<file path="config.mk">
export PLATFORM = sky130hd
export DESIGN_NAME = hamming_secded_codec_top_flat
export DESIGN_NICKNAME = d
export VERILOG_FILES = /design/src/hw/rtl/hsc_pkg.sv /design/src/hw/rtl/hsc_if.sv /design/src/hw/rtl/hsc_front.sv /design/src/hw/rtl/hsc_queue.sv /design/src/hw/rtl/hsc_back.sv /design/src/hw/rtl/hamming_secded_codec_top.sv /design/src/flat_wrapper.sv
export VERILOG_INCLUDE_DIRS = /design/src /design/src/hw/rtl
export SDC_FILE = /design/constraint.sdc
export NUM_CORES = 1
export LEC_CHECK = 0
export BUFFER_PORTS_ARGS = -buffer_cell sky130_fd_sc_hd__buf_2
export CAP_MARGIN = 20
export CORE_AREA = 3 3 99 101
export CTS_CLUSTER_DIAMETER = 80
export DETAILED_ROUTE_END_ITERATION = 8
export DIE_AREA = 0 0 102 104
export GPL_ROUTABILITY_DRIVEN = 1
export GPL_TIMING_DRIVEN = 0
export PLACE_DENSITY = 0.72
export SYNTH_ARGS = -nofsm -noshare
export SYNTH_HDL_FRONTEND = slang
export SYNTH_SLANG_ARGS = --single-unit
</file>
<file path="constraint.sdc">
create_clock -name clock -period 1.9 [get_ports clock]
set_input_delay 0.285 -clock clock [delete_from_list [all_inputs] [get_ports clock]]
set_output_delay 0.285 -clock clock [all_outputs]
set_load 0.005 [all_outputs]
</file>
<file path="src/hw/rtl/hamming_secded_codec_top_assert.svh">
// ----------------------------------------------------------------------------
// Assertion macros for the SECDED codec
// Concurrent checks, compiled out when ASSERT_OFF is defined.
// ----------------------------------------------------------------------------
`ifndef HAMMING_SECDED_CODEC_TOP_ASSERT_SVH
`define HAMMING_SECDED_CODEC_TOP_ASSERT_SVH

`ifndef ASSERT_OFF

// Property must hold on every clock outside reset.
`define HSC_ASSERT(label, clk, rst, prop, msg) \
   label: assert property (@(posedge clk) disable iff (rst) (prop)) \
      else $error(msg);

// Consequent must hold in the same cycle as the antecedent.
`define HSC_ASSERT_IMPL(label, clk, rst, ante, cons, msg) \
   label: assert property (@(posedge clk) disable iff (rst) (ante) |-> (cons)) \
      else $error(msg);

// Consequent must hold in the cycle after the antecedent.
`define HSC_ASSERT_NEXT(label, clk, rst, ante, cons, msg) \
   label: assert property (@(posedge clk) disable iff (rst) (ante) |=> (cons)) \
      else $error(msg);

`else

`define HSC_ASSERT(label, clk, rst, prop, msg)
`define HSC_ASSERT_IMPL(label, clk, rst, ante, cons, msg)
`define HSC_ASSERT_NEXT(label, clk, rst, ante, cons, msg)

`endif

`endif

</file>
<file path="src/hw/rtl/hsc_pkg.sv">
// ----------------------------------------------------------------------------
// hsc_pkg
// Types, sizes and code-construction functions of the extended Hamming codec.
// ----------------------------------------------------------------------------
package hsc_pkg;

   localparam int DATA_BITS   = 8;
   localparam int PARITY_BITS = 4;
   localparam int CODE_LEN    = DATA_BITS + PARITY_BITS;   // Hamming positions
   localparam int CODE_W      = CODE_LEN + 1;              // plus overall parity
   localparam int STATUS_W    = 2;

   // queue between front and back; depth must be a power of two
   localparam int QDEPTH = 2;
   localparam int QPTR_W = $clog2(QDEPTH);
   localparam int QCNT_W = $clog2(QDEPTH + 1);

   typedef enum logic {
      OP_ENCODE = 1'b0,
      OP_DECODE = 1'b1
   } op_type;

   typedef enum logic [STATUS_W-1:0] {
      ST_NONE      = 2'd0,
      ST_CORRECTED = 2'd1,
      ST_DOUBLE    = 2'd2,
      ST_OVERALL   = 2'd3
   } status_type;

   typedef struct packed {
      op_type                  op;
      logic [CODE_W-1:0]       word;
      logic [PARITY_BITS-1:0]  syn;
      logic                    odd;
   } entry_type;

   function automatic logic is_parity_pos(input int p);
      logic hit;
      hit = 1'b0;
      for (int i = 0; i < PARITY_BITS; i++) begin
         if (p == (1 << i)) hit = 1'b1;
      end
      return hit;
   endfunction

   function automatic logic [CODE_W-1:0] encode(input logic [DATA_BITS-1:0] data);
      logic [CODE_W-1:0] w;
      logic              acc;
      int                d;
      w = '0;
      d = 0;
      for (int p = 1; p <= CODE_LEN; p++) begin
         if (!is_parity_pos(p)) begin
            if (d < DATA_BITS) w[p-1] = data[d];
            d++;
         end
      end
      for (int i = 0; i < PARITY_BITS; i++) begin
         acc = 1'b0;
         for (int p = 1; p <= CODE_LEN; p++) begin
            if (((p >> i) & 1) == 1) acc ^= w[p-1];
         end
         if ((1 << i) <= CODE_LEN) w[(1 << i) - 1] = acc;
      end
      w[CODE_LEN] = ^w[CODE_LEN-1:0];
      return w;
   endfunction

   function automatic logic [PARITY_BITS-1:0] syndrome_of(input logic [CODE_W-1:0] w);
      logic [PARITY_BITS-1:0] s;
      s = '0;
      for (int i = 0; i < PARITY_BITS; i++) begin
         for (int p = 1; p <= CODE_LEN; p++) begin
            if (((p >> i) & 1) == 1) s[i] ^= w[p-1];
         end
      end
      return s;
   endfunction

   function automatic logic [DATA_BITS-1:0] extract(input logic [CODE_W-1:0] w);
      logic [DATA_BITS-1:0] data;
      int                   d;
      data = '0;
      d = 0;
      for (int p = 1; p <= CODE_LEN; p++) begin
         if (!is_parity_pos(p)) begin
            if (d < DATA_BITS) data[d] = w[p-1];
            d++;
         end
      end
      return data;
   endfunction

endpackage

</file>
<file path="src/hw/rtl/hsc_if.sv">
// ----------------------------------------------------------------------------
// hsc_req_if / hsc_rsp_if
// Valid/ready channels carrying codec requests and responses.
// ----------------------------------------------------------------------------
interface hsc_req_if import hsc_pkg::*; ();
   logic                 valid;
   logic                 ready;
   logic                 operation;
   logic [DATA_BITS-1:0] data_word;
   logic [CODE_W-1:0]    code_word;

   modport source (output valid, operation, data_word, code_word, input ready);
   modport sink   (input valid, operation, data_word, code_word, output ready);
endinterface

interface hsc_rsp_if import hsc_pkg::*; ();
   logic                   valid;
   logic                   ready;
   logic [CODE_W-1:0]      code_out;
   logic [DATA_BITS-1:0]   data_out;
   logic [PARITY_BITS-1:0] syndrome;
   logic [STATUS_W-1:0]    status;

   modport source (output valid, code_out, data_out, syndrome, status, input ready);
   modport sink   (input valid, code_out, data_out, syndrome, status, output ready);
endinterface

</file>
<file path="src/hw/rtl/hsc_front.sv">
// ----------------------------------------------------------------------------
// hsc_front
// Accepts requests, encodes data words or forms syndrome and overall parity.
// ----------------------------------------------------------------------------
module hsc_front import hsc_pkg::*; (
   hsc_req_if.sink    req_ch,
   output logic       push_valid,
   output entry_type  push_entry,
   input  logic       push_ready
);

   op_type op;

   assign op           = op_type'(req_ch.operation);
   assign push_valid   = req_ch.valid;
   assign req_ch.ready = push_ready;

   always_comb begin
      push_entry.op = op;
      case (op)
         OP_ENCODE: begin
            push_entry.word = encode(req_ch.data_word);
            push_entry.syn  = '0;
            push_entry.odd  = 1'b0;
         end
         OP_DECODE: begin
            push_entry.word = req_ch.code_word;
            push_entry.syn  = syndrome_of(req_ch.code_word);
            push_entry.odd  = ^req_ch.code_word;
         end
         default: begin
            push_entry.word = '0;
            push_entry.syn  = '0;
            push_entry.odd  = 1'b0;
         end
      endcase
   end

endmodule

</file>
<file path="src/hw/rtl/hsc_queue.sv">
// ----------------------------------------------------------------------------
// hsc_queue
// Short register queue decoupling the front from the corrector.
// ----------------------------------------------------------------------------
`include "hamming_secded_codec_top_assert.svh"

module hsc_queue import hsc_pkg::*; (
   input  logic       clock,
   input  logic       reset,
   input  logic       push_valid,
   input  entry_type  push_entry,
   output logic       push_ready,
   output logic       pop_valid,
   output entry_type  pop_entry,
   input  logic       pop_ready
);

   entry_type          mem_ff [QDEPTH];
   logic [QPTR_W-1:0]  wr_ptr_ff, wr_ptr_in;
   logic [QPTR_W-1:0]  rd_ptr_ff, rd_ptr_in;
   logic [QCNT_W-1:0]  count_ff, count_in;
   logic               push, pop;

   assign push_ready = (count_ff != QCNT_W'(QDEPTH));
   assign pop_valid  = (count_ff != '0);
   assign pop_entry  = mem_ff[rd_ptr_ff];
   assign push       = push_valid && push_ready;
   assign pop        = pop_valid && pop_ready;

   always_comb begin
      wr_ptr_in = push ? wr_ptr_ff + 1'b1 : wr_ptr_ff;
      rd_ptr_in = pop  ? rd_ptr_ff + 1'b1 : rd_ptr_ff;
      count_in  = count_ff;
      if (push && !pop) count_in = count_ff + 1'b1;
      if (pop && !push) count_in = count_ff - 1'b1;
   end

   always_ff @(posedge clock) begin
      if (reset) begin
         wr_ptr_ff <= '0;
         rd_ptr_ff <= '0;
         count_ff  <= '0;
      end else begin
         wr_ptr_ff <= wr_ptr_in;
         rd_ptr_ff <= rd_ptr_in;
         count_ff  <= count_in;
      end
   end

   always_ff @(posedge clock) begin
      if (push) mem_ff[wr_ptr_ff] <= push_entry;
   end

   `HSC_ASSERT(a_q_count_range, clock, reset, count_ff <= QCNT_W'(QDEPTH), "queue count overflow")
   `HSC_ASSERT_NEXT(a_q_push_fills, clock, reset, push && !pop, count_ff != '0, "push lost")

endmodule

</file>
<file path="src/hw/rtl/hsc_back.sv">
// ----------------------------------------------------------------------------
// hsc_back
// Corrects single errors, classifies the word and holds the response register.
// ----------------------------------------------------------------------------
`include "hamming_secded_codec_top_assert.svh"

module hsc_back import hsc_pkg::*; (
   input  logic       clock,
   input  logic       reset,
   input  logic       head_valid,
   input  entry_type  head_entry,
   output logic       head_ready,
   hsc_rsp_if.source  rsp_ch
);

   logic                   valid_ff, valid_in;
   logic [CODE_W-1:0]      code_ff, code_in;
   logic [DATA_BITS-1:0]   data_ff, data_in;
   logic [PARITY_BITS-1:0] syn_ff, syn_in;
   status_type             status_ff, status_in;
   logic [CODE_W-1:0]      flip;
   logic                   load;

   assign head_ready = !valid_ff || rsp_ch.ready;
   assign load       = head_valid && head_ready;

   // one-hot flip mask for a syndrome naming a Hamming position
   always_comb begin
      flip = '0;
      for (int p = 1; p <= CODE_LEN; p++) begin
         flip[p-1] = (int'(head_entry.syn) == p);
      end
   end

   always_comb begin
      code_in   = head_entry.word;
      syn_in    = '0;
      status_in = ST_NONE;
      case (head_entry.op)
         OP_ENCODE: begin
            code_in = head_entry.word;
         end
         OP_DECODE: begin
            syn_in = head_entry.syn;
            if (head_entry.syn == '0) begin
               if (head_entry.odd) begin
                  code_in   = head_entry.word ^ {1'b1, {CODE_LEN{1'b0}}};
                  status_in = ST_OVERALL;
               end
            end else if (head_entry.odd && (int'(head_entry.syn) <= CODE_LEN)) begin
               code_in   = head_entry.word ^ flip;
               status_in = ST_CORRECTED;
            end else begin
               status_in = ST_DOUBLE;
            end
         end
         default: begin
            code_in = head_entry.word;
         end
      endcase
      data_in  = (head_entry.op == OP_DECODE) ? extract(code_in) : '0;
      valid_in = head_ready ? head_valid : valid_ff;
   end

   always_ff @(posedge clock) begin
      if (reset) valid_ff <= 1'b0;
      else       valid_ff <= valid_in;
   end

   always_ff @(posedge clock) begin
      if (load) begin
         code_ff   <= code_in;
         data_ff   <= data_in;
         syn_ff    <= syn_in;
         status_ff <= status_in;
      end
   end

   assign rsp_ch.valid    = valid_ff;
   assign rsp_ch.code_out = code_ff;
   assign rsp_ch.data_out = data_ff;
   assign rsp_ch.syndrome = syn_ff;
   assign rsp_ch.status   = status_ff;

   // anything but a double error leaves a word with even overall parity
   `HSC_ASSERT_IMPL(a_b_even_out, clock, reset, valid_ff && status_ff != ST_DOUBLE, ^code_ff == 1'b0, "odd parity on clean word")
   `HSC_ASSERT_IMPL(a_b_corr_syn, clock, reset, valid_ff && status_ff == ST_CORRECTED, syn_ff != '0, "correction without syndrome")

endmodule

</file>
<file path="src/hw/rtl/hamming_secded_codec_top.sv">
// ----------------------------------------------------------------------------
// hamming_secded_codec_top
// Extended Hamming (13,8) SECDED encoder / decoder. Takes one request per
// clock while req_ch.ready is high and returns one response per request, in
// order. An accepted request is written into the queue and then into the
// corrector's response register, which drives rsp_ch. Throughput is one
// item per clock, the front feeding a two-entry queue that drains into
// the response register; a stalled response side backs up the queue before
// req_ch.ready drops. No configuration, no state to reset beyond the handshake
// control.
// ----------------------------------------------------------------------------
module hamming_secded_codec_top import hsc_pkg::*; (
   input  logic      clock,
   input  logic      reset,
   hsc_req_if.sink   req_ch,
   hsc_rsp_if.source rsp_ch
);

   logic      push_valid, push_ready;
   entry_type push_entry;
   logic      head_valid, head_ready;
   entry_type head_entry;

   hsc_front u_front (
      .req_ch     (req_ch),
      .push_valid (push_valid),
      .push_entry (push_entry),
      .push_ready (push_ready)
   );

   hsc_queue u_queue (
      .clock      (clock),
      .reset      (reset),
      .push_valid (push_valid),
      .push_entry (push_entry),
      .push_ready (push_ready),
      .pop_valid  (head_valid),
      .pop_entry  (head_entry),
      .pop_ready  (head_ready)
   );

   hsc_back u_back (
      .clock      (clock),
      .reset      (reset),
      .head_valid (head_valid),
      .head_entry (head_entry),
      .head_ready (head_ready),
      .rsp_ch     (rsp_ch)
   );

endmodule
</file>
<file path="src/flat_wrapper.sv">
// flat-port wrapper written by rule: the top's interface ports become plain ports
module hamming_secded_codec_top_flat import hsc_pkg::*;
  (clock, reset, req_ch_valid, req_ch_operation, req_ch_data_word, req_ch_code_word, req_ch_ready, rsp_ch_valid, rsp_ch_code_out, rsp_ch_data_out, rsp_ch_syndrome, rsp_ch_status, rsp_ch_ready);
  hsc_req_if req_ch_i ();
  hsc_rsp_if rsp_ch_i ();
  input  logic clock;
  input  logic reset;
  input wire logic [$bits(req_ch_i.valid)-1:0] req_ch_valid;
  input wire logic [$bits(req_ch_i.operation)-1:0] req_ch_operation;
  input wire logic [$bits(req_ch_i.data_word)-1:0] req_ch_data_word;
  input wire logic [$bits(req_ch_i.code_word)-1:0] req_ch_code_word;
  output wire logic [$bits(req_ch_i.ready)-1:0] req_ch_ready;
  output wire logic [$bits(rsp_ch_i.valid)-1:0] rsp_ch_valid;
  output wire logic [$bits(rsp_ch_i.code_out)-1:0] rsp_ch_code_out;
  output wire logic [$bits(rsp_ch_i.data_out)-1:0] rsp_ch_data_out;
  output wire logic [$bits(rsp_ch_i.syndrome)-1:0] rsp_ch_syndrome;
  output wire logic [$bits(rsp_ch_i.status)-1:0] rsp_ch_status;
  input wire logic [$bits(rsp_ch_i.ready)-1:0] rsp_ch_ready;
  assign req_ch_i.valid = req_ch_valid;
  assign req_ch_i.operation = req_ch_operation;
  assign req_ch_i.data_word = req_ch_data_word;
  assign req_ch_i.code_word = req_ch_code_word;
  assign req_ch_ready = req_ch_i.ready;
  assign rsp_ch_valid = rsp_ch_i.valid;
  assign rsp_ch_code_out = rsp_ch_i.code_out;
  assign rsp_ch_data_out = rsp_ch_i.data_out;
  assign rsp_ch_syndrome = rsp_ch_i.syndrome;
  assign rsp_ch_status = rsp_ch_i.status;
  assign rsp_ch_i.ready = rsp_ch_ready;
  hamming_secded_codec_top u_core (.clock(clock), .reset(reset), .req_ch(req_ch_i), .rsp_ch(rsp_ch_i));
endmodule
</file>
==> flow_metrics.env <==
export IMPL_status="finished, final reports clean"
export IMPL_design_area_mm2=0.004399
export IMPL_clk_pin_slew_ns=0.08
export IMPL_syn_num_nets=288
export IMPL_vdd_ir_drop_max_uv=437.7
export IMPL_postCtsHoldBufs=0
export IMPL_async_flop_share=0
export IMPL_wl_per_cell_um=16.37
export IMPL_drtIter0Drc=75
export IMPL_cp_end_kind="register"
export IMPL_grt_pass1_wl_um=10800
export IMPL_area_delta_synth_final_pct=22.04
export IMPL_place_ws_ns=-0.1417
export IMPL_wl_um=7318
export IMPL_viasPerCell=5.217
export IMPL_synth_edf_count=65
export IMPL_fmax_mhz=540.6
export IMPL_clk_path_buf_depth=2
export IMPL_yosysUniqueCellTypes=42
export IMPL_antenna_found_initial=0
export IMPL_rsz0062_at_grt="yes"
export IMPL_dr_pass1_iters=5
export IMPL_initial_core_util=0.3957
export IMPL_drv_slew=0
export IMPL_synth_top_area_frac=0.5415
export IMPL_grt_max_degree=30
export IMPL_min_period_ns=1.850
export IMPL_die_width_um=102
export IMPL_rows=35
export IMPL_period_share=0.9736
export IMPL_htreeDepth=3
export IMPL_grt_usage=0.1326
export IMPL_r2r_slack_ns=0.05
export IMPL_maxSlewHeadroom=0.4259
export IMPL_grt_pass1_vias=2198
export IMPL_finalHoldViolations=0
export IMPL_power_per_cell_area_mw_per_mm2=1444
export IMPL_hpwl_um=5112
export IMPL_synth_area_mm2=0.003605
export IMPL_core_area_mm2=0.009109
export IMPL_ys_seq_area_frac=0.5748
export IMPL_synthTopCellsByCount="edfxtp_1, xnor2_1, mux2i_1, nor2_1, mux2_2"
export IMPL_root_buffer="clkbuf_8"
export IMPL_numCtsBuffers=9
export IMPL_die_h_um=104
export IMPL_io_pins=55
export IMPL_synthCells=261
export IMPL_fin_util=0.4830
export IMPL_setup_slack_ns=0.05024
export IMPL_cp_arrival_ns=1.95
export IMPL_clock_latency_ns=0.35
export IMPL_synth_seq_cells=71
export IMPL_setup_viol=0
export IMPL_crit_required_ns=2.00
export IMPL_yosysTopAreaCell="edfxtp_1"
export IMPL_p_leak_uw=0.001552
export IMPL_worstHoldPathType="input pin to register"
export IMPL_worst_slew_pin_slew_ns=0.8611
export IMPL_synth_most_common_cell="edfxtp_1"
export IMPL_syn_area_per_cell_um2=13.81
export IMPL_vias=2332
export IMPL_num_nets_final=358
export IMPL_clock_skew_ns=0.007110
export IMPL_cp_start_kind="register"
export IMPL_synthFlopType="edfxtp_1"
export IMPL_timing_worst_setup_path_type="register to register"
export IMPL_layout_drive_gt1_share=0.3720
export IMPL_cts_sinks=71
export IMPL_n_antenna_cell=0
export IMPL_cts_tree="done"
export IMPL_ys_warn_count=0
export IMPL_dpl_instance_area_mm2=0.004018
export IMPL_synth_area_top_cells="edfxtp_1, xnor2_1, mux2i_1, mux2_2, dfxtp_1"
export IMPL_drtAntennaViolNets=0
export IMPL_path_max_fanout=10
export IMPL_port_buffers=54
export IMPL_gp_congestion=0.8842
export IMPL_r2r_cells=6
export IMPL_drv_cap=0
export IMPL_die_area_mm2=0.01061
export IMPL_hold_path_depth=1
export IMPL_grt_remaining_overflow=0
export IMPL_drc=0
per-stage QoR:
step	cells	total power, µW	TNS (ns)	hold WS, ns
detailed placement	426	4781	-0.9177	0.4949
CTS	442	6179	0	0.1442
global placement	426	4702	-8.021	0.4823
global route	447	6701	-0.03357	0.1596
floorplan	261	4086	0	0.3541
finish	447	6352	0	0.1515
registers in the layout (all words and copies together) (netlist names), named ones only:
| name | cells |
|---|---|
| u_core.u_queue.rd_ptr_ff | 1 |
| u_core.u_back.rsp_ch.syndrome | 4 |
| u_core.u_queue.count_ff | 2 |
| u_core.u_queue.wr_ptr_ff | 1 |
| u_core.u_back.rsp_ch.code_out | 13 |
| u_core.u_back.rsp_ch.status | 2 |
| u_core.u_back.rsp_ch.valid | 1 |
| u_core.u_queue.mem_ff | 38 |
| u_core.u_back.rsp_ch.data_out | 8 |
critical path: stages (launching register included):
cell and delay [ns]:
dfxtp_2 0.36, buf_6 0.16, buf_6 0.15, nand3_1 0.11, a21o_4 0.27, or3b_1 0.39, xor2_1 0.15
power by group:
group | internal, µW | switching [µW]
sequential | 2360 | 193
clock | 752 | 608
combinational | 1060 | 1380
total | 4170 | 2180
cell type report:
type                       count  area (µm²)
buffer                         9       70.07
tap                          111       138.9
timing repair buffer          58       300.3
fill                         794        4710
inverter                       1       3.754
multi-input combinational    181        1587
sequential                    71        2074
clock inverter                 7       101.3
clock buffer                   9       123.9
cell usage in the layout, fill, tap and decap left out, types with 3 or more instances in the layout:
cell type / count
xnor2_1: 31
nor4_1: 8
nor3b_1: 4
nor2_1: 15
xor2_1: 13
clkbuf_8: 9
nand3b_1: 3
nand2_1: 6
buf_4: 4
edfxtp_1: 65
nor3_1: 7
o31a_1: 5
dfxtp_1: 4
nand3_1: 5
mux2i_1: 14
nor4_2: 5
buf_6: 4
inv_6: 3
and2_1: 4
mux2_2: 15
a21oi_1: 3
buf_2: 55
o21ai_0: 3
xnor3_1: 4
cells by family (layout without fill, tap and decap cells):
group,Yosys count,after routing,share of synthesized area
adders and majority gates,1,1,0.003470
DFF,71,71,0.5748
xor gates and xnor gates,48,48,0.1319
buffers and inverters,10,84,0.01770
AOI/OAI and AO/OA,24,25,0.05206
muxes,33,33,0.09684
and+or+nand+nor,74,74,0.1232
what timing repair did:
item | in CTS | in global routing
pin swaps | 0 | 1
buffers inserted | 0 | 4
resized for setup | 6 | 21
endpoints found under the setup margin | 17 | 21
gates cloned | 0 | 1
path summary, 6_finish.rpt:
path / startpoint / to
min reg2reg: u_core.u_queue.rd_ptr_ff$_SDFFE_PP0P_ / u_core.u_queue.rd_ptr_ff$_SDFFE_PP0P_
min: req_ch_operation / u_core.u_queue.mem_ff[0][18]$_DFFE_PP_
max reg2reg: register / u_core.u_back.rsp_ch.code_out[6]$_DFFE_PP_
max: register / u_core.u_back.rsp_ch.code_out[6]$_DFFE_PP_
per-layer routing:
| layer | routed length, µm | vias up | track usage |
|---|---|---|---|
| met3 | 417 | 14 | 0.02683 |
| met1 | 3265 | 1107 | 0.1770 |
| met5 | 0 | - | 0 |
| met2 | 3485 | 85 | 0.2006 |
| li1 | - | 1126 | - |
| met4 | 150 | 0 | 0.07123 |
No activity file was read; power rests on OpenSTA's default activity.
